[src/rtl/crtc_pkg.sv]
package crtc_pkg;

    // status B bits and hour byte fields
    localparam int unsigned BIT_BINARY = 2;
    localparam int unsigned BIT_H24    = 1;
    localparam int unsigned BIT_PM     = 7;

    localparam logic [7:0] CENTURY_DEFAULT = 8'd20;   // century byte of zero means 20xx
    localparam logic [8:0] CENTURY_MIN     = 9'd20;   // earliest accepted year is 2020
    localparam logic [6:0] YEAR_MIN        = 7'd20;

    // input word: one snapshot of the RTC registers
    typedef struct packed {
        logic [7:0] raw_second;
        logic [7:0] raw_minute;
        logic [7:0] raw_hour;
        logic [7:0] raw_day;
        logic [7:0] raw_month;
        logic [7:0] raw_year;
        logic [7:0] raw_century;
        logic [7:0] mode_byte;
    } t_in_word;

    // output word
    typedef struct packed {
        logic        valid_res;
        logic [23:0] day_count;
        logic [16:0] second_count;
    } t_out_word;

    // decoded snapshot; full year = 100 * cent_q + year_r, year_r below 100.
    // Narrow fields only meaningful when ok is set.
    typedef struct packed {
        logic       ok;
        logic [8:0] cent_q;
        logic [6:0] year_r;
        logic [3:0] month;
        logic [4:0] day;
        logic [4:0] hour;
        logic [5:0] minute;
        logic [5:0] second;
    } t_dec;

    // days before the first of each month in a common year
    function automatic logic [8:0] month_start(input logic [3:0] idx);
        logic [8:0] v;
        unique case (idx)
            4'd0:    v = 9'd0;
            4'd1:    v = 9'd31;
            4'd2:    v = 9'd59;
            4'd3:    v = 9'd90;
            4'd4:    v = 9'd120;
            4'd5:    v = 9'd151;
            4'd6:    v = 9'd181;
            4'd7:    v = 9'd212;
            4'd8:    v = 9'd243;
            4'd9:    v = 9'd273;
            4'd10:   v = 9'd304;
            4'd11:   v = 9'd334;
            default: v = 9'd0;
        endcase
        return v;
    endfunction

endpackage

[src/rtl/cmos_rtc_to_day_count.sv]
// Channel | Direction | Handshake                 | Word
// --------+-----------+---------------------------+--------------------------------
// in      | in        | i_in_valid / o_in_ready   | i_in_word  (raw RTC snapshot)
// out     | out       | o_out_valid / i_out_ready | o_out_word (valid, days, secs)
//
// A word taken into the input register moves on to the result register when the
// result stage is free or draining. One word a cycle sustained while the output is
// not stalled; the whole conversion is one combinational pass between the two.
// Synchronous active-low reset empties both stages and zeroes the held results.
// A stalled output holds the result register; the input register still takes a
// word if empty, then o_in_ready drops until the result moves on.
module cmos_rtc_to_day_count (
    input  logic                i_clk,
    input  logic                i_rst_n,
    input  logic                i_in_valid,
    output logic                o_in_ready,
    input  crtc_pkg::t_in_word  i_in_word,
    output logic                o_out_valid,
    input  logic                i_out_ready,
    output crtc_pkg::t_out_word o_out_word
);
    import crtc_pkg::*;

    // input stage
    logic     r_in_vld;
    t_in_word r_in_word;

    // result stage and last valid conversion
    logic        r_out_vld;
    t_out_word   r_out_word;
    logic [23:0] r_held_days;
    logic [16:0] r_held_secs;

    t_dec        dec;
    logic [23:0] days;
    logic [16:0] secs;
    logic        advance;
    t_out_word   n_out_word;

    // result stage free or draining this cycle
    assign advance    = !r_out_vld || i_out_ready;
    assign o_in_ready = !r_in_vld || advance;

    crtc_decode u_decode (
        .i_word (r_in_word),
        .o_dec  (dec)
    );

    crtc_days u_days (
        .i_dec  (dec),
        .o_days (days),
        .o_secs (secs)
    );

    // a failed snapshot repeats what was last held
    always_comb begin
        n_out_word.valid_res    = dec.ok;
        n_out_word.day_count    = dec.ok ? days : r_held_days;
        n_out_word.second_count = dec.ok ? secs : r_held_secs;
    end

    always_ff @(posedge i_clk) begin
        if (!i_rst_n) begin
            r_in_vld    <= 1'b0;
            r_out_vld   <= 1'b0;
            r_held_days <= '0;
            r_held_secs <= '0;
        end else begin
            if (o_in_ready) begin
                r_in_vld <= i_in_valid;
            end
            if (advance) begin
                r_out_vld <= r_in_vld;
            end
            if (advance && r_in_vld && dec.ok) begin
                r_held_days <= days;
                r_held_secs <= secs;
            end
        end
    end

    // payload registers, no reset
    always_ff @(posedge i_clk) begin
        if (o_in_ready && i_in_valid) begin
            r_in_word <= i_in_word;
        end
        if (advance && r_in_vld) begin
            r_out_word <= n_out_word;
        end
    end

    assign o_out_valid = r_out_vld;
    assign o_out_word  = r_out_word;

`ifndef SYNTHESIS
    // a pending result always mirrors the held values
    a_out_matches_held: assert property (@(posedge i_clk) disable iff (!i_rst_n)
        r_out_vld |-> (r_out_word.day_count == r_held_days)
                      && (r_out_word.second_count == r_held_secs))
        else $error("result word differs from held values");

    // a blocked result keeps the input stage occupied
    a_in_stage_holds: assert property (@(posedge i_clk) disable iff (!i_rst_n)
        (r_out_vld && !i_out_ready && r_in_vld) |=> r_in_vld)
        else $error("input stage dropped a word under stall");

    // seconds of day never exceed 86400, reached only at a leap second 23:59:60
    a_secs_range: assert property (@(posedge i_clk) disable iff (!i_rst_n)
        r_out_vld |-> (r_out_word.second_count <= 17'd86400))
        else $error("second count out of range");
`endif

endmodule

[src/rtl/crtc_decode.sv]
module crtc_decode (
    input  crtc_pkg::t_in_word i_word,
    output crtc_pkg::t_dec     o_dec
);
    import crtc_pkg::*;

    // nibbles above 9 pass through unchecked
    function automatic logic [7:0] from_bcd(input logic [7:0] v);
        return {4'd0, v[3:0]} + {1'b0, v[7:4], 3'd0} + {3'd0, v[7:4], 1'b0};
    endfunction

    logic [7:0] sec, min, hour, day, mon, yr, cent;
    logic [7:0] hour_bcd;
    logic [7:0] hour24, hour_lo, cent_eff;
    logic [6:0] yr_r;
    logic [1:0] yr_q;
    logic [8:0] cent_q;
    logic       year_ok;

    always_comb begin
        hour_bcd = from_bcd({1'b0, i_word.raw_hour[6:0]});
        if (!i_word.mode_byte[BIT_BINARY]) begin
            sec  = from_bcd(i_word.raw_second);
            min  = from_bcd(i_word.raw_minute);
            hour = {i_word.raw_hour[BIT_PM], hour_bcd[6:0]};
            day  = from_bcd(i_word.raw_day);
            mon  = from_bcd(i_word.raw_month);
            yr   = from_bcd(i_word.raw_year);
            cent = from_bcd(i_word.raw_century);
        end else begin
            sec  = i_word.raw_second;
            min  = i_word.raw_minute;
            hour = i_word.raw_hour;
            day  = i_word.raw_day;
            mon  = i_word.raw_month;
            yr   = i_word.raw_year;
            cent = i_word.raw_century;
        end
    end

    // 12-hour: noon/midnight 12 reads as 0, then PM adds 12; no wrap
    always_comb begin
        hour_lo = {1'b0, hour[6:0]};
        if (hour_lo == 8'd12) begin
            hour_lo = 8'd0;
        end
        if (i_word.mode_byte[BIT_H24]) begin
            hour24 = hour;
        end else if (hour[BIT_PM]) begin
            hour24 = hour_lo + 8'd12;
        end else begin
            hour24 = hour_lo;
        end
    end

    // fold the year byte's hundreds into the century
    always_comb begin
        cent_eff = (cent == 8'd0) ? CENTURY_DEFAULT : cent;
        priority if (yr >= 8'd200) begin
            yr_q = 2'd2;
            yr_r = 7'(yr - 8'd200);
        end else if (yr >= 8'd100) begin
            yr_q = 2'd1;
            yr_r = 7'(yr - 8'd100);
        end else begin
            yr_q = 2'd0;
            yr_r = yr[6:0];
        end
        cent_q  = {1'b0, cent_eff} + {7'd0, yr_q};
        year_ok = (cent_q > CENTURY_MIN) || ((cent_q == CENTURY_MIN) && (yr_r >= YEAR_MIN));
    end

    always_comb begin
        o_dec.ok     = year_ok && (mon >= 8'd1) && (mon <= 8'd12)
                       && (day >= 8'd1) && (day <= 8'd31)
                       && (hour24 <= 8'd23) && (min <= 8'd59) && (sec <= 8'd60);
        o_dec.cent_q = cent_q;
        o_dec.year_r = yr_r;
        o_dec.month  = mon[3:0];
        o_dec.day    = day[4:0];
        o_dec.hour   = hour24[4:0];
        o_dec.minute = min[5:0];
        o_dec.second = sec[5:0];
    end

endmodule

[src/rtl/crtc_days.sv]
module crtc_days (
    input  crtc_pkg::t_dec  i_dec,
    output logic [23:0]     o_days,
    output logic [16:0]     o_secs
);
    import crtc_pkg::*;

    logic [23:0] c24, r24, q24, r_quarter, days_year, days_month;
    logic        r_nz, adj400, leap, leap_add;

    // year = 100*C + r, r < 100, C = 4q + m:
    //   365y + ceil(y/4) - ceil(y/100) + ceil(y/400)
    //   = 36524C + 365r + ceil(r/4) - [r!=0] + q + [100m+r != 0]
    always_comb begin
        c24       = {15'd0, i_dec.cent_q};
        r24       = {17'd0, i_dec.year_r};
        q24       = {17'd0, i_dec.cent_q[8:2]};
        r_nz      = (i_dec.year_r != 7'd0);
        adj400    = r_nz || (i_dec.cent_q[1:0] != 2'd0);
        r_quarter = (r24 + 24'd3) >> 2;
        days_year = c24 * 24'd36524 + r24 * 24'd365 + r_quarter + q24
                    + {23'd0, adj400} - {23'd0, r_nz};

        leap      = (r_nz && (i_dec.year_r[1:0] == 2'd0))
                    || (!r_nz && (i_dec.cent_q[1:0] == 2'd0));
        leap_add  = leap && (i_dec.month > 4'd2);
        days_month = {15'd0, month_start(i_dec.month - 4'd1)};

        o_days = days_year + days_month + {23'd0, leap_add}
                 + {19'd0, i_dec.day} - 24'd1;
        o_secs = {12'd0, i_dec.hour} * 17'd3600 + {11'd0, i_dec.minute} * 17'd60
                 + {11'd0, i_dec.second};
    end

endmodule
[config.mk]
export PLATFORM = sky130hd
export DESIGN_NAME = cmos_rtc_to_day_count
export DESIGN_NICKNAME = d
export VERILOG_FILES = /design/src/rtl/crtc_pkg.sv /design/src/rtl/cmos_rtc_to_day_count.sv /design/src/rtl/crtc_decode.sv /design/src/rtl/crtc_days.sv
export SDC_FILE = /design/constraint.sdc
export NUM_CORES = 1
export LEC_CHECK = 0
export BUFFER_PORTS_ARGS = -buffer_cell sky130_fd_sc_hd__buf_2
export CAP_MARGIN = 40
export CORE_MARGIN = 4
export CORE_UTILIZATION = 35
export DETAILED_ROUTE_END_ITERATION = 6
export PLACE_DENSITY = 0.62
export SLEW_MARGIN = 20
export SYNTH_ARGS = -nofsm -noshare
export SYNTH_HDL_FRONTEND = slang
export SYNTH_SLANG_ARGS = --single-unit
[constraint.sdc]
create_clock -name i_clk -period 10.8 [get_ports i_clk]
set_clock_uncertainty 0.1 [all_clocks]
set_input_delay 1.08 -clock i_clk [delete_from_list [all_inputs] [get_ports i_clk]]
set_output_delay 1.08 -clock i_clk [all_outputs]
set_load 0.02 [all_outputs]
## Yosys cells after proc, flatten, opt, wreduce, memory -nomap -nowiden

Memory sizes are Yosys's and may differ from the RTL's.
Index checks and enable logic that the tools add are counted.

| word-level totals | value |
|---|---|
| flip-flop bits (word level) | 144 |
| bits in read-only memories | 144 |
| input port bits | 68 |
| word-level logic and storage cells | 109 |
| memories kept | 1 |

| operators by class | value |
|---|---|
| $add $sub $neg | 31 |
| $mul | 4 |
| $lt $le $gt $ge | 12 |
| equality and inequality tests | 2 |
| muxes and demuxes | 17 |
| reduce and logical (&&, ||, !) cells | 27 |

Memory list:

| name | depth | bits a word | rd ports | clocked after Yosys merged registers in | write ports | line | source |
|---|---|---|---|---|---|---|---|
| (name not given) | 16 | 9 | 1 | 0 | 0 | crtc_pkg.sv:47 | `unique case (idx)` |

Operators by type and width:

| operator | count |
|---|---|
| $mux W8 | 9 |
| $add A24 B1 Y24 | 2 |
| $add A4 B7 Y8 | 6 |
| $add A8 B5 Y8 | 6 |
| $mux W7 | 4 |
| $add A24 B16 Y24 | 1 |
| $add A24 B22 Y24 | 1 |
| $add A24 B5 Y24 | 1 |
| $add A24 B7 Y24 | 1 |
| $add A24 B9 Y24 | 1 |
| $mux W24 | 1 |
| $sub A24 B1 Y24 | 1 |
| $sub A24 B1 Y24 const B | 1 |
| $mul A9 B14 Y22 const B | 1 |
| $add A17 B12 Y17 | 1 |
| $add A17 B6 Y17 | 1 |
| $mux W17 | 1 |
| $ge A8 B1 Y1 const B | 2 |
| $le A8 B5 Y1 const B | 2 |
| $le A8 B6 Y1 const B | 2 |
| $mul A7 B9 Y16 const B | 1 |
| $logic_and A1 B1 Y1 | 14 |
| $sub A7 B7 Y7 const B | 2 |
| $mul A5 B8 Y13 const B | 1 |
| 23 further kinds | 30 |

## Depth between registers and ports, before layout

| depth | value |
|---|---|
| depth after elaboration | 18 |
| gate-level depth with buffers | 48 |

## By module

From an unflattened synthesis, not the netlist that was laid out.

| unflattened totals | value |
|---|---|
| cell total of the unflattened synthesis | 1528 |
| area, all modules | 15773.9 um^2 |

Modules (own cells, without submodules):

| module | times used | cells each | area each (um^2) | seq. area each (um^2) |
|---|---|---|---|---|
| crtc_days | 1 | 853 | 7609.8 | 0.0 |
| cmos_rtc_to_day_count | 1 | 340 | 5449.0 | 4043.9 |
| crtc_decode | 1 | 335 | 2715.1 | 0.0 |

## Least setup slack after synthesis

OpenSTA, ideal clock, no wires.

| timing | value |
|---|---|
| kind | register to register |
| start point | reg r_in_word[2] (netlist name) |
| end point | reg r_out_word, in the netlist o_out_word[37] (data pin) |
| data arrival time | 10465 ps |
| data required time | 10440 ps |
| setup slack | -25 ps |
| stages on the path, launching flop included | 46 |
| path buffers | 6 |
| path through | edfxtp_1 buf_4 buf_6 buf_2 buf_2 buf_1 mux2i_1 inv_1 ha_1 a21o_1 o21a_1 buf_2 nor2_1 ha_1 inv_1 fa_1 o21ai_0 nor2_1 [10 not listed] xor2_1 ha_1 inv_1 fa_1 fa_1 inv_1 fa_1 inv_1 fa_1 inv_1 ha_1 a21oi_1 nand2b_1 o311a_1 o31ai_1 a31oi_1 xnor2_1 mux2_4 |

RTL lines:

| item | line | source |
|---|---|---|
| start, declared | cmos_rtc_to_day_count.sv:26 | `t_in_word r_in_word;` |
| start signal, assigned | cmos_rtc_to_day_count.sv:85 | `r_in_word <= i_in_word;` |
| end signal, assigned | cmos_rtc_to_day_count.sv:88 | `r_out_word <= n_out_word;` |
| end, declared | cmos_rtc_to_day_count.sv:30 | `t_out_word r_out_word;` |

==> results.md <==
- Worst Reg-to-Reg Cells: 41
- Worst Tran Pin Value: 0.826 ns
- WP buf/inv: 11
- Most frequent cells in the layout: 279 x inv_1, 251 x ha_1, 121 x fa_1
- Core Util, Final: 40.9%
- Register bit total from synthesis: 143
- Max Cap Viol: 0
- Post-Synthesis Cells: 1591
- Slew Viols, Final: 0
- Avg Cell Area, Syn: 10.0 um^2
- Rows: 77
- Reg2Reg Launch Point: r_in_word[22]
- # setup viols final: 0
- Yosys warnings: 0
- Post-synth top area share: 20.5%
- Leading cell type in the layout, fill and taps excluded: inv_1
- Slowest stage delay, CP: 0.53 ns
- CTS Buf Count: 17
- Critical Path Sink: o_out_word[39]
- Die height: 221 um
- Gr usage total: 14.5%
- Longest Clk Path Bufs: 2
- Crit path max-delay family: adder cells
- Endpoints failing hold: 0
- Fmax: 96.6 MHz
- Net Count, Synth: 2042
- CTS H-Tree Depth: 4
- Initial antenna violation count: 0
- Async set-reset flop share out of synthesis: 0%
- Post-synth top area cell: ha_1
- WL per Instance: 15.3 um
- Sequential fraction of the synthesis area: 24.3%
- DP HPWL: 29300 um
- Layout cells sized above 1: 17.2%
- Startpoint Class: flop
- Final WL: 35800 um
- Worst EP arrival: 10.45 ns
- Remaining Overflow, GRT: 0
- Hold_buf cts: 0
- R2r endpoint: o_out_word[39]
- Via count: 11.4k
- Clock sinks: 143
- Ant. Diodes: 0
- # nets final: 2182
- Critical path origin: r_in_word[22]
- CP Class: flop to flop
- Synth Cell Area: 15900 um^2
- Hold Path Class: flop to flop
- Tcrit/Tclk final: 95.9%
- Status: finished clean
- # IOs: 112
- Gpl congestion: 0.862
- CTS tree: yes
- Global-route wire length before repair: 58800 um
- Root buf cell: clkbuf_16
- Area delta synth->final: 14.6%
- DR pass1 iterations: 4
- Dominant cells by area after synthesis: ha_1 21%, edfxtp_1 19%, fa_1 15%
- Clk_lat worst skew: 0.45 ns
- Clk slew on worst S/H paths: 0.07 ns
- Core Area: 44600 um^2
- Die area: 48900 um^2
- Worst setup margin: 0.445 ns
- DR iter-0 viols: 571
- Worst path depth: 41
- Top FF cell, synth: edfxtp_1
- Crit-path slowest cell: fa_1
- Minimum clock period: 10.35 ns
- Worst setup EP type: flop
- Placement Setup Slack: 0.00299 ns
- Initial core utilization: 35.7%
- Placed Area: 17400 um^2
- Die width: 221 um
- CP required: 10.90 ns
- Drt drc: 0
- Number of global-route vias before repair: 11.6k
- Design Area, Final: 18200 um^2
- Pin count of the biggest net entering global routing: 59
- Worst-path maximum fanout: 6
- Post-synth EDFFs: 100
- Worst slew margin: 44.9%
- Yosys cell types: 85
- Hold path cells: 2
- Antenna Nets Post-Route: 0
- R2r setup slk: 0.45 ns
- IO Port Bufs: 105
- Vias/cell: 4.89
[worst min-delay path by stage]
| stage | slack, ns | to | start |
|---|---|---|---|
| after floorplan | 0.35 | r_held_days[22] | r_held_days[22] |
| after global placement | 0.36 | r_held_secs[10] | r_held_secs[10] |
| after detailed placement | 0.36 | r_held_secs[11] | r_held_secs[11] |
| after CTS | 0.37 | r_held_days[4] | r_held_days[4] |
| after global routing | 0.39 | r_held_days[4] | r_held_days[4] |
| final | 0.37 | r_held_days[5] | r_held_days[5] |
[metrics by stage]
| step | instances | hold slack, ns | setup TNS (ns) |
|---|---|---|---|
| 3_5_place_dp | 2301 | 0.364 | 0 |
| 6_report | 2336 | 0.373 | 0 |
| 5_1_grt | 2336 | 0.386 | -0.120 |
| 3_3_place_gp | 2299 | 0.356 | 0 |
| 2_1_floorplan | 1591 | 0.349 | 0 |
| 4_1_cts | 2333 | 0.372 | 0 |
[cells by family after synthesis]
logic type,Yosys count,share of synthesized area (%)
DFF,143,24.3
and+or+nand+nor,288,9.37
adders and majority gates,383,35.9
buffers and inverters,319,7.85
muxes,68,5.53
xor gates and xnor gates,77,4.33
AOI/OAI and AO/OA,313,12.7
[sequential cells by signal (all words and copies together), names as in the netlist]
signal       cells
r_in_word       58
o_out_word      42
r_held_days     24
r_held_secs     17
o_out_valid      1
r_in_vld         1
[synthesized netlist by cell type (all sizes together) (7+ instances only)]
cell type and instances:
inv 280, ha 261, fa 122, a21oi 105, edfxtp 100, o21ai 70, nor2 66, nand3 60
xnor2 53, mux2 51, nand2 47, dfxtp 43, clkbuf 26, a21o 25, nor3 24, xor2 23
mux2i 17, nor2b 17, a31oi 13, buf 12, o21bai 11, nand2b 10, a211oi 9, and3 9
o21a 9, o31ai 9, or3 9, o211ai 8, nor3b 7, nor4 7
[layer usage]
metal / track usage (%) / vias to the layer above / wire length, um
met5: 0 / - / 0
met4: 3.08 / 0 / 515
met3: 2.81 / 27 / 1430
met2: 23.2 / 183 / 16200
met1: 20.6 / 5450 / 17700
li1: - / 5767 / -
[worst register-to-register path, delay by kind of cell, from the launching register on]
family,cells,cell delay [ns]
adder cells (fa/ha/maj),17,6.17
AO/OA/AOI/OAI,7,1.35
buffers and inverters,11,1.00
multiplexers,2,0.54
flip-flops,1,0.41
XOR/XNOR,2,0.32
AND/OR/NAND/NOR,2,0.22
[timing repair]
item                                    4_1_cts  5_1_grt
cloned                                        0        0
buffers inserted                              0        2
endpoints found under the setup margin        2       26
pin swaps                                     0       16
gates resized for setup                       1       41
[final cells by class]
class	instances	area, um^2
Fill cell	4278	26400
Multi-Input combinational cell	1129	11000
Sequential cell	143	3860
Inverter	281	1050
Timing Repair Buffer	159	946
Tap cell	592	741
Clock buffer	18	439
Clock inverter	14	146
Power is left out: the tool's default activity adds up to more than one toggle a clock period on the data nets, which glitch-free logic cannot reach.
